[config.mk]
export PLATFORM = sky130hd
export DESIGN_NAME = ivs_ctrl
export DESIGN_NICKNAME = d
export VERILOG_FILES = /design/src/rtl/core/ivs_pkg.sv /design/src/rtl/core/ivs_ctrl.sv
export SDC_FILE = /design/constraint.sdc
export NUM_CORES = 1
export LEC_CHECK = 0
export ABC_AREA = 1
export BUFFER_PORTS_ARGS = -buffer_cell sky130_fd_sc_hd__buf_2
export CAP_MARGIN = 5
export CORE_MARGIN = 4
export CORE_UTILIZATION = 47
export DETAILED_ROUTE_END_ITERATION = 8
export PLACE_DENSITY = 0.77
export SLEW_MARGIN = 20
export SYNTH_ARGS = -nofsm -noshare
export SYNTH_HDL_FRONTEND = slang
export SYNTH_SLANG_ARGS = --single-unit
[constraint.sdc]
create_clock -name clock -period 2.95 [get_ports clock]
set_input_delay 0.1475 -clock clock [delete_from_list [all_inputs] [get_ports clock]]
set_output_delay 0.1475 -clock clock [all_outputs]
set_load 0.03 [all_outputs]
[src/rtl/core/ivs_pkg.sv]
// ----------------------------------------------------------------------------
// ivs_pkg
// shared types and codes for the indexed vector store
// ----------------------------------------------------------------------------
`default_nettype none

package ivs_pkg;

   localparam int unsigned WORD_W = 32;
   localparam int unsigned POS_W  = 10;
   localparam int unsigned FILL_W = 11;

   typedef enum logic [2:0] {
      REQ_PUSH  = 3'd0,
      REQ_POP   = 3'd1,
      REQ_GET   = 3'd2,
      REQ_SET   = 3'd3,
      REQ_ERASE = 3'd4
   } req_code_type;

   typedef enum logic [1:0] {
      STAT_OK    = 2'd0,
      STAT_RANGE = 2'd1,
      STAT_FULL  = 2'd2
   } status_code_type;

   typedef enum logic [1:0] {
      ST_IDLE,
      ST_READ,
      ST_ERASE
   } ivs_state_type;

   // one result item
   typedef struct packed {
      logic signed [WORD_W-1:0] word_out;
      logic [1:0]               status;
      logic [FILL_W-1:0]        fill_count;
   } ivs_rsp_type;

endpackage

`default_nettype wire

[src/rtl/core/ivs_ctrl.sv]
// ----------------------------------------------------------------------------
// ivs_ctrl
// request sequencer: fill count, memory access and the erase walk
// ----------------------------------------------------------------------------
`default_nettype none

module ivs_ctrl
   import ivs_pkg::*;
#(
   parameter int unsigned DEPTH = 1024
) (
   input  wire logic                       clock,
   input  wire logic                       reset,
   input  wire logic                       req_valid,
   output logic                            req_ready,
   input  wire logic [2:0]                 req_type,
   input  wire logic [POS_W-1:0]           req_position,
   input  wire logic [WORD_W-1:0]          req_word_in,
   input  wire logic                       out_free,
   output logic                            done,
   output ivs_rsp_type                     result,
   output logic                            wr_en,
   output logic [$clog2(DEPTH)-1:0]        wr_addr,
   output logic [WORD_W-1:0]               wr_data,
   output logic [$clog2(DEPTH)-1:0]        rd_addr,
   input  wire logic [WORD_W-1:0]          rd_data
);

   localparam int unsigned IDX_W = $clog2(DEPTH);
   localparam int unsigned CNT_W = $clog2(DEPTH + 1);
   localparam int unsigned CMP_W = (CNT_W > POS_W) ? CNT_W : POS_W;
   localparam int unsigned EXT_W = (CNT_W > FILL_W) ? CNT_W : FILL_W;
   localparam logic [CNT_W-1:0] FULL_COUNT = CNT_W'(DEPTH);

   ivs_state_type   state_ff, state_in;
   logic [CNT_W-1:0] count_ff, count_in;
   logic [CNT_W-1:0] walk_ff, walk_in;

   logic             accept;
   logic [CMP_W-1:0] pos_ext;
   logic [CMP_W-1:0] count_ext;
   logic [CMP_W:0]   pos_p1;
   logic             in_range;
   logic             more_above;
   logic [CNT_W-1:0] count_dec;
   logic [CNT_W:0]   walk_p2;
   logic [EXT_W-1:0] fill_ext;

   always_ff @(posedge clock) begin
      if (reset) begin
         state_ff <= ST_IDLE;
         count_ff <= '0;
      end else begin
         state_ff <= state_in;
         count_ff <= count_in;
      end
   end

   always_ff @(posedge clock) begin
      walk_ff <= walk_in;
   end

   assign pos_ext    = CMP_W'(req_position);
   assign count_ext  = CMP_W'(count_ff);
   assign pos_p1     = {1'b0, pos_ext} + (CMP_W + 1)'(1);
   assign in_range   = pos_ext < count_ext;
   assign more_above = pos_p1 < {1'b0, count_ext};
   assign count_dec  = count_ff - CNT_W'(1);
   assign walk_p2    = {1'b0, walk_ff} + (CNT_W + 1)'(2);

   always_comb begin
      state_in  = state_ff;
      count_in  = count_ff;
      walk_in   = walk_ff;
      req_ready = 1'b0;
      done      = 1'b0;
      wr_en     = 1'b0;
      wr_addr   = pos_ext[IDX_W-1:0];
      wr_data   = req_word_in;
      rd_addr   = pos_ext[IDX_W-1:0];
      result.word_out = '0;
      result.status   = STAT_OK;

      accept = 1'b0;

      case (state_ff)
         ST_IDLE: begin
            req_ready = out_free;
            accept    = req_valid && out_free;
            if (accept) begin
               case (req_type)
                  REQ_PUSH: begin
                     done = 1'b1;
                     if (count_ff == FULL_COUNT) begin
                        result.status = STAT_FULL;
                     end else begin
                        wr_en    = 1'b1;
                        wr_addr  = count_ff[IDX_W-1:0];
                        count_in = count_ff + CNT_W'(1);
                     end
                  end
                  REQ_POP: begin
                     if (count_ff == '0) begin
                        done          = 1'b1;
                        result.status = STAT_RANGE;
                     end else begin
                        count_in = count_dec;
                        rd_addr  = count_dec[IDX_W-1:0];
                        state_in = ST_READ;
                     end
                  end
                  REQ_GET: begin
                     if (!in_range) begin
                        done          = 1'b1;
                        result.status = STAT_RANGE;
                     end else begin
                        state_in = ST_READ;
                     end
                  end
                  REQ_SET: begin
                     done = 1'b1;
                     if (!in_range) begin
                        result.status = STAT_RANGE;
                     end else begin
                        wr_en = 1'b1;
                     end
                  end
                  REQ_ERASE: begin
                     if (!in_range) begin
                        done          = 1'b1;
                        result.status = STAT_RANGE;
                     end else if (more_above) begin
                        // fetch the entry above, it moves down next cycle
                        rd_addr  = pos_p1[IDX_W-1:0];
                        walk_in  = pos_ext[CNT_W-1:0];
                        state_in = ST_ERASE;
                     end else begin
                        done     = 1'b1;
                        count_in = count_dec;
                     end
                  end
                  default: begin
                     done          = 1'b1;
                     result.status = STAT_RANGE;
                  end
               endcase
            end
         end
         ST_READ: begin
            done            = 1'b1;
            result.word_out = rd_data;
            state_in        = ST_IDLE;
         end
         ST_ERASE: begin
            wr_en   = 1'b1;
            wr_addr = walk_ff[IDX_W-1:0];
            wr_data = rd_data;
            if (walk_p2 < {1'b0, count_ff}) begin
               rd_addr = walk_p2[IDX_W-1:0];
               walk_in = walk_ff + CNT_W'(1);
            end else begin
               done     = 1'b1;
               count_in = count_dec;
               state_in = ST_IDLE;
            end
         end
         default: begin
            state_in = ST_IDLE;
         end
      endcase

      fill_ext          = EXT_W'(count_in);
      result.fill_count = fill_ext[FILL_W-1:0];
   end

endmodule

`default_nettype wire

Word level (Yosys, flattened, before mapping)
Index checks and enable logic that the tools add are counted.

Bits of input ports: 81. Output and inout bits: 100. Register bits after elaboration: 24. Word-level logic and storage cells: 92.

Mux-type cells: 55. Reduce and logical (&&, ||, !) cells: 8. Add/subtract/negate cells: 5. Equal/unequal tests: 18. Magnitude comparators: 3.

Operators with widths (number): $mux 11 (11); $mux 10 (8); $mux 32 (2); $pmux 10 s2 (3); $pmux 11 s2 (2); $pmux 11 s3 (1); $add 11x1->11 const B (2); $mux 2 (9); $add 11x2->12 const B (1); $lt 12x11->1 (1); $mux 1 (12); $ne 3x3->1 const B (4); $pmux 2 s3 (2); $add 10x1->11 const B (1); $eq 11x11->1 const B (1); $logic_not 11->1 (1); $lt 10x11->1 (1); $lt 11x11->1 (1); $sub 11x1->11 const B (1); $ne 2x2->1 const B (5); $reduce_and 7->1 (1); $eq 3x2->1 const B (2); $pmux 1 s3 (2); $reduce_and 6->1 (1); other kinds (13) (14).

Depth between registers and ports, before layout
Depth after elaboration: 7. Gate-level depth with buffers: 23. Mapped depth without buffers: 22.

Worst setup path before layout
OpenSTA, ideal clock, no wires.

Kind: input port to flip-flop. Start: input req_position[0]. End: register count_ff[6] (netlist: count_ext[6]). Slack: 0.064 ns. Data arrival time: 2.773 ns. Stages on the path: 20. Cell sequence: ha_1 > nand2_1 > nor2_1 > nand4_1 > or2_1 > xor2_1 > ha_1 > nand2_1 > nand2_1 > a21oi_1 > nand3_4 > nand2_2 > buf_6 > nand2_1 > nand3_1 > nand2_1 > nand3_1 > nand3_1 > nand2_1 > inv_1.

RTL lines: start, declared (RTL line ivs_ctrl.sv:17) `input wire logic [POS_W-1:0] req_position,`; end signal, assigned (RTL line ivs_ctrl.sv:55) `count_ff <= count_in;`; end, declared (RTL line ivs_ctrl.sv:36) `logic [CNT_W-1:0] count_ff, count_in;`.

Final worst setup path
Start: register walk_ff[2]. End: output rd_addr[4].

Word-level cells in the longest chain between the ends: 4.

RTL lines: start, declared (RTL line ivs_ctrl.sv:37) `logic [CNT_W-1:0] walk_ff, walk_in;`; start signal, assigned (RTL line ivs_ctrl.sv:60) `walk_ff <= walk_in;`; $add 11x2->12 (*) (RTL line ivs_ctrl.sv:69) `assign walk_p2 = {1'b0, walk_ff} + (CNT_W + 1)'(2);`; $lt 12x11->1 (RTL line ivs_ctrl.sv:158) `if (walk_p2 < {1'b0, count_ff}) begin`; $mux 10 (*) (RTL line ivs_ctrl.sv:158); $pmux 10 s2 (*) (RTL line ivs_ctrl.sv:86) `case (state_ff)`; end, declared (RTL line ivs_ctrl.sv:25) `output logic [$clog2(DEPTH)-1:0] rd_addr,`.

Mark *: on every way between the ends. The rest lies on a longest branch, timed or not.

==> Flow_metrics.wiki <==
{| class="wikitable"
! Metric !! Value
|-
| Status || complete, but fails checks
|-
| Violated checks || negative setup slack
|-
| F_max || 320 MHz
|-
| Tightest Pin Transition || 0.697 ns
|-
| Number of maximum-capacitance constraint violations || 0
|-
| Share of flip-flops with an asynchronous set or reset after synthesis || 0%
|-
| Number of design rule violations left after detail routing || 0
|-
| Final Slew Violations || 0
|-
| Largest net degree at the start of global routing || 41
|-
| PwrDens || 236 mW/mm2
|-
| Clock input transition at the sequential cells of the worst setup and hold paths || 0.08 ns
|-
| Routed WL per cell || 17.3 um
|-
| Part of the cycle the worst path needs || 106%
|-
| Number of non-filler instances in the completed layout || 1,263
|-
| Post-synth top area cell || sky130_fd_sc_hd__nand2_1
|-
| Gr usage total || 34.3%
|-
| Cell total after placement || 1,233
|-
| Total of flip-flops plus latches after synthesis || 24
|-
| Core occupancy in the finished layout || 68.8%
|-
| Path class of the lowest-slack min-delay path || in -> reg
|-
| Initial antenna violation count || 0
|-
| Area grow syn2layout || 43.9%
|-
| GP Congestion || 1.03
|-
| CTS Buffer Depth || 2
|-
| Total number of clock tree sinks || 24
|-
| Floorplan Core Area || 0.0103 mm2
|-
| Global-route wire length before repair || 32,600 um
|-
| Mean cell area of the mapped netlist || 5.50 um2
|-
| Terminus of the critical flop-to-flop path || walk_ff[5]$_DFFE_PP_
|-
| Fraction of final layout cells sized beyond drive strength 1 || 34.0%
|-
| CP required || 2.80 ns
|-
| Data arrival time of the critical path || 2.98 ns
|-
| Number of global-route vias before repair || 6,414
|-
| Hold wc startpoint || reset
|-
| Initial drt markers || 702
|-
| Maximum ir drop on the vdd rail || 0.000145 V
|-
| Leading cell types by total area after synthesis || sky130_fd_sc_hd__nand2_1, sky130_fd_sc_hd__nand3_1, sky130_fd_sc_hd__inv_1
|-
| Area share of the leading cell type in the synthesized netlist || 19.7%
|-
| Critical path capture point type || output port
|-
| Die Width || 110 um
|-
| Vias/cell || 5.59
|-
| Final Critical Period || 3.13 ns
|-
| Count of synthesis-stage warnings from yosys || 0
|-
| Dpl hpwl || 16,900 um
|-
| Destination of the worst hold path || state_ff[0]$_SDFFE_PP0P_
|-
| Setup-violating endpoint count in the final report || 18
|-
| Number of search-and-repair iterations in the first detailed-routing pass || 6
|-
| Number of stages on the worst hold path || 2
|-
| Global-route congestion overflow total || 0
|-
| Kind of critical path || reg -> out
|-
| Io pins || 181
|-
| Net Count, Synth || 1,009
|-
| Effective utilization at floorplan || 47.8%
|-
| Std cell rows || 37
|-
| Netlist area before placement || 0.00492 mm2
|-
| Clock Skews || 0.0149 ns
|-
| Startpoint Class || flip-flop
|-
| Die outline area || 0.0122 mm2
|-
| Chip height || 110 um
|-
| Most common cell in the netlist || sky130_fd_sc_hd__nand2_1
|-
| Count of nets left with antenna violations after detail routing || 0
|-
| Worst-case setup margin in the final layout || -0.176 ns
|-
| Beginning of the worst register-to-register path || walk_ff[2]$_DFFE_PP_
|-
| Leakage power of the design || 3.93 nW
|-
| Clock tree from TritonCTS || done
|-
| Count of flip-flops with a built-in enable after synthesis || 11
|-
| Antenna Cells || 0
|-
| Commonest cells in the netlist || sky130_fd_sc_hd__nand2_1, sky130_fd_sc_hd__inv_1, sky130_fd_sc_hd__nand3_1, sky130_fd_sc_hd__nor2_1, sky130_fd_sc_hd__o21ai_0
|-
| Synthesized instance count || 894
|-
| Number of distinct standard cells referenced by the synthesized netlist || 45
|-
| H-tree levels || 1
|-
| Worst-case register-to-register setup slack || 0.03 ns
|-
| Library cell used as clock root buffer || sky130_fd_sc_hd__clkbuf_8
|-
| Nets@finish || 1,243
|-
| Relative slew slack || 53.5%
|-
| Number of buffer cells added on primary ports || 180
|-
| Clock network latency to the later pin of the worst-skew pair || 0.28 ns
|-
| Crit Path Max Fanout || 8
|-
| Total wirelength of the detailed-routed design || 21,900 um
|-
| Number of endpoints with negative hold slack in the final report || 0
|-
| Top FF cell, synth || sky130_fd_sc_hd__dfxtp_1
|-
| Total CTS buffers || 3
|-
| Setup repair after global routing missed its margin || true
|-
| Number of vias after detailed routing || 7,057
|-
| Cells on worst reg2reg path || 16
|-
| Proportion of synthesized chip area in sequential cells || 12.0%
|}
-- per-layer routing --
layer / global-route usage, % / vias up / wire length (um)
li1: - / 3353 / -
met1: 43.1 / 3114 / 8140
met2: 57.1 / 492 / 10100
met3: 5.07 / 98 / 2370
met4: 16.9 / 0 / 1300
met5: 0 / - / 0
-- metrics by stage --
step	power, mW	setup slack, ns	hold slack [ns]	setup TNS, ns	cell area, um2
5_1_grt	1.77	-0.295	0.0791	-5.57	7070
4_1_cts	1.57	-0.0231	0.0667	-0.0900	6600
3_3_place_gp	1.34	-0.0429	0.354	-0.149	6330
3_5_place_dp	1.34	-0.0587	0.350	-0.469	6330
2_1_floorplan	1.01	0.0643	0.225	0	4920
6_report	1.67	-0.176	0.0665	-1.87	7070
-- timing repair --
item | in CTS | in global routing
pin swaps | 7 | 14
setup endpoints to repair | 21 | 35
gates cloned | 0 | 2
buffers inserted | 10 | 14
gates resized for setup | 44 | 91
hold buffers | 0 | 0
-- power breakdown --
part	internal, mW	switching, mW
Sequential	0.357	0.00919
Combinational	0.383	0.712
Clock	0.0936	0.116
Total	0.833	0.837
-- cells in the final DEF, fill, tap and decap left out, types with 6 or more instances in the layout --
master / instances
sky130_fd_sc_hd__nand3_2: 25
sky130_fd_sc_hd__inv_1: 109
sky130_fd_sc_hd__o211ai_1: 16
sky130_fd_sc_hd__nor2_2: 14
sky130_fd_sc_hd__nand3_1: 87
sky130_fd_sc_hd__buf_2: 157
sky130_fd_sc_hd__buf_12: 6
sky130_fd_sc_hd__buf_6: 24
sky130_fd_sc_hd__nand4_1: 8
sky130_fd_sc_hd__a21oi_1: 40
sky130_fd_sc_hd__edfxtp_1: 11
sky130_fd_sc_hd__inv_2: 11
sky130_fd_sc_hd__xor2_1: 16
sky130_fd_sc_hd__buf_4: 80
sky130_fd_sc_hd__o21ai_0: 59
sky130_fd_sc_hd__nor2_1: 78
sky130_fd_sc_hd__o21ai_1: 8
sky130_fd_sc_hd__ha_1: 31
sky130_fd_sc_hd__nor2_4: 7
sky130_fd_sc_hd__dfxtp_1: 13
sky130_fd_sc_hd__nand2_2: 21
sky130_fd_sc_hd__nand2_1: 241
sky130_fd_sc_hd__clkinv_1: 6
-- final cells by class --
class	instances	area (um2)
Inverter	129	497
Clock inverter	1	3.75
Multi-Input combinational cell	701	3950
Clock buffer	3	41.3
Sequential cell	24	591
Timing Repair Buffer	269	1820
Tap cell	136	170
Fill cell	964	3200
-- critical path: stages (launching register included) --
cell                         delay [ns]
sky130_fd_sc_hd__edfxtp_1          0.45
sky130_fd_sc_hd__nand2_2           0.11
sky130_fd_sc_hd__nor2_4            0.10
sky130_fd_sc_hd__inv_2             0.06
sky130_fd_sc_hd__nor3_4            0.21
sky130_fd_sc_hd__nand3_2           0.11
sky130_fd_sc_hd__xor2_1            0.17
sky130_fd_sc_hd__ha_1              0.29
sky130_fd_sc_hd__nand2_1           0.07
sky130_fd_sc_hd__nor2_2            0.13
sky130_fd_sc_hd__nand3_2           0.13
sky130_fd_sc_hd__buf_6             0.15
sky130_fd_sc_hd__nand3_4           0.10
sky130_fd_sc_hd__clkinvlp_4        0.22
sky130_fd_sc_hd__nand2_1           0.15
sky130_fd_sc_hd__nand3_2           0.10
sky130_fd_sc_hd__buf_6             0.15
-- worst max path at each step --
stage	endpoint	cells past startpoint	startpoint	slack (ns)
final	rd_addr[4]	16	walk_ff[2]$_DFFE_PP_	-0.18
after global routing	rd_addr[7]	16	walk_ff[2]$_DFFE_PP_	-0.29
after CTS	rd_addr[7]	16	walk_ff[2]$_DFFE_PP_	-0.02
after detailed placement	result[8]	21	req_position[0]	-0.06
after global placement	result[8]	21	req_position[1]	-0.04
after floorplan	count_ext[6]$_SDFF_PP0_	20	req_position[0]	0.06
-- cell families (layout without fill, tap and decap cells) --
group,count (synthesis),in the layout,share of synthesized area (%)
fa+ha+maj,34,34,8.65
simple gates,503,504,45.2
xor+xnor,22,22,3.92
buf+inv,170,402,14.2
compound gates,141,141,16.1
flops,24,24,12.0
-- registers in the layout (all words and copies together), names as in the netlist --
name	cells
count_ext	11
walk_ff	11
state_ff	2
Power figures use the tool's default switching activity.
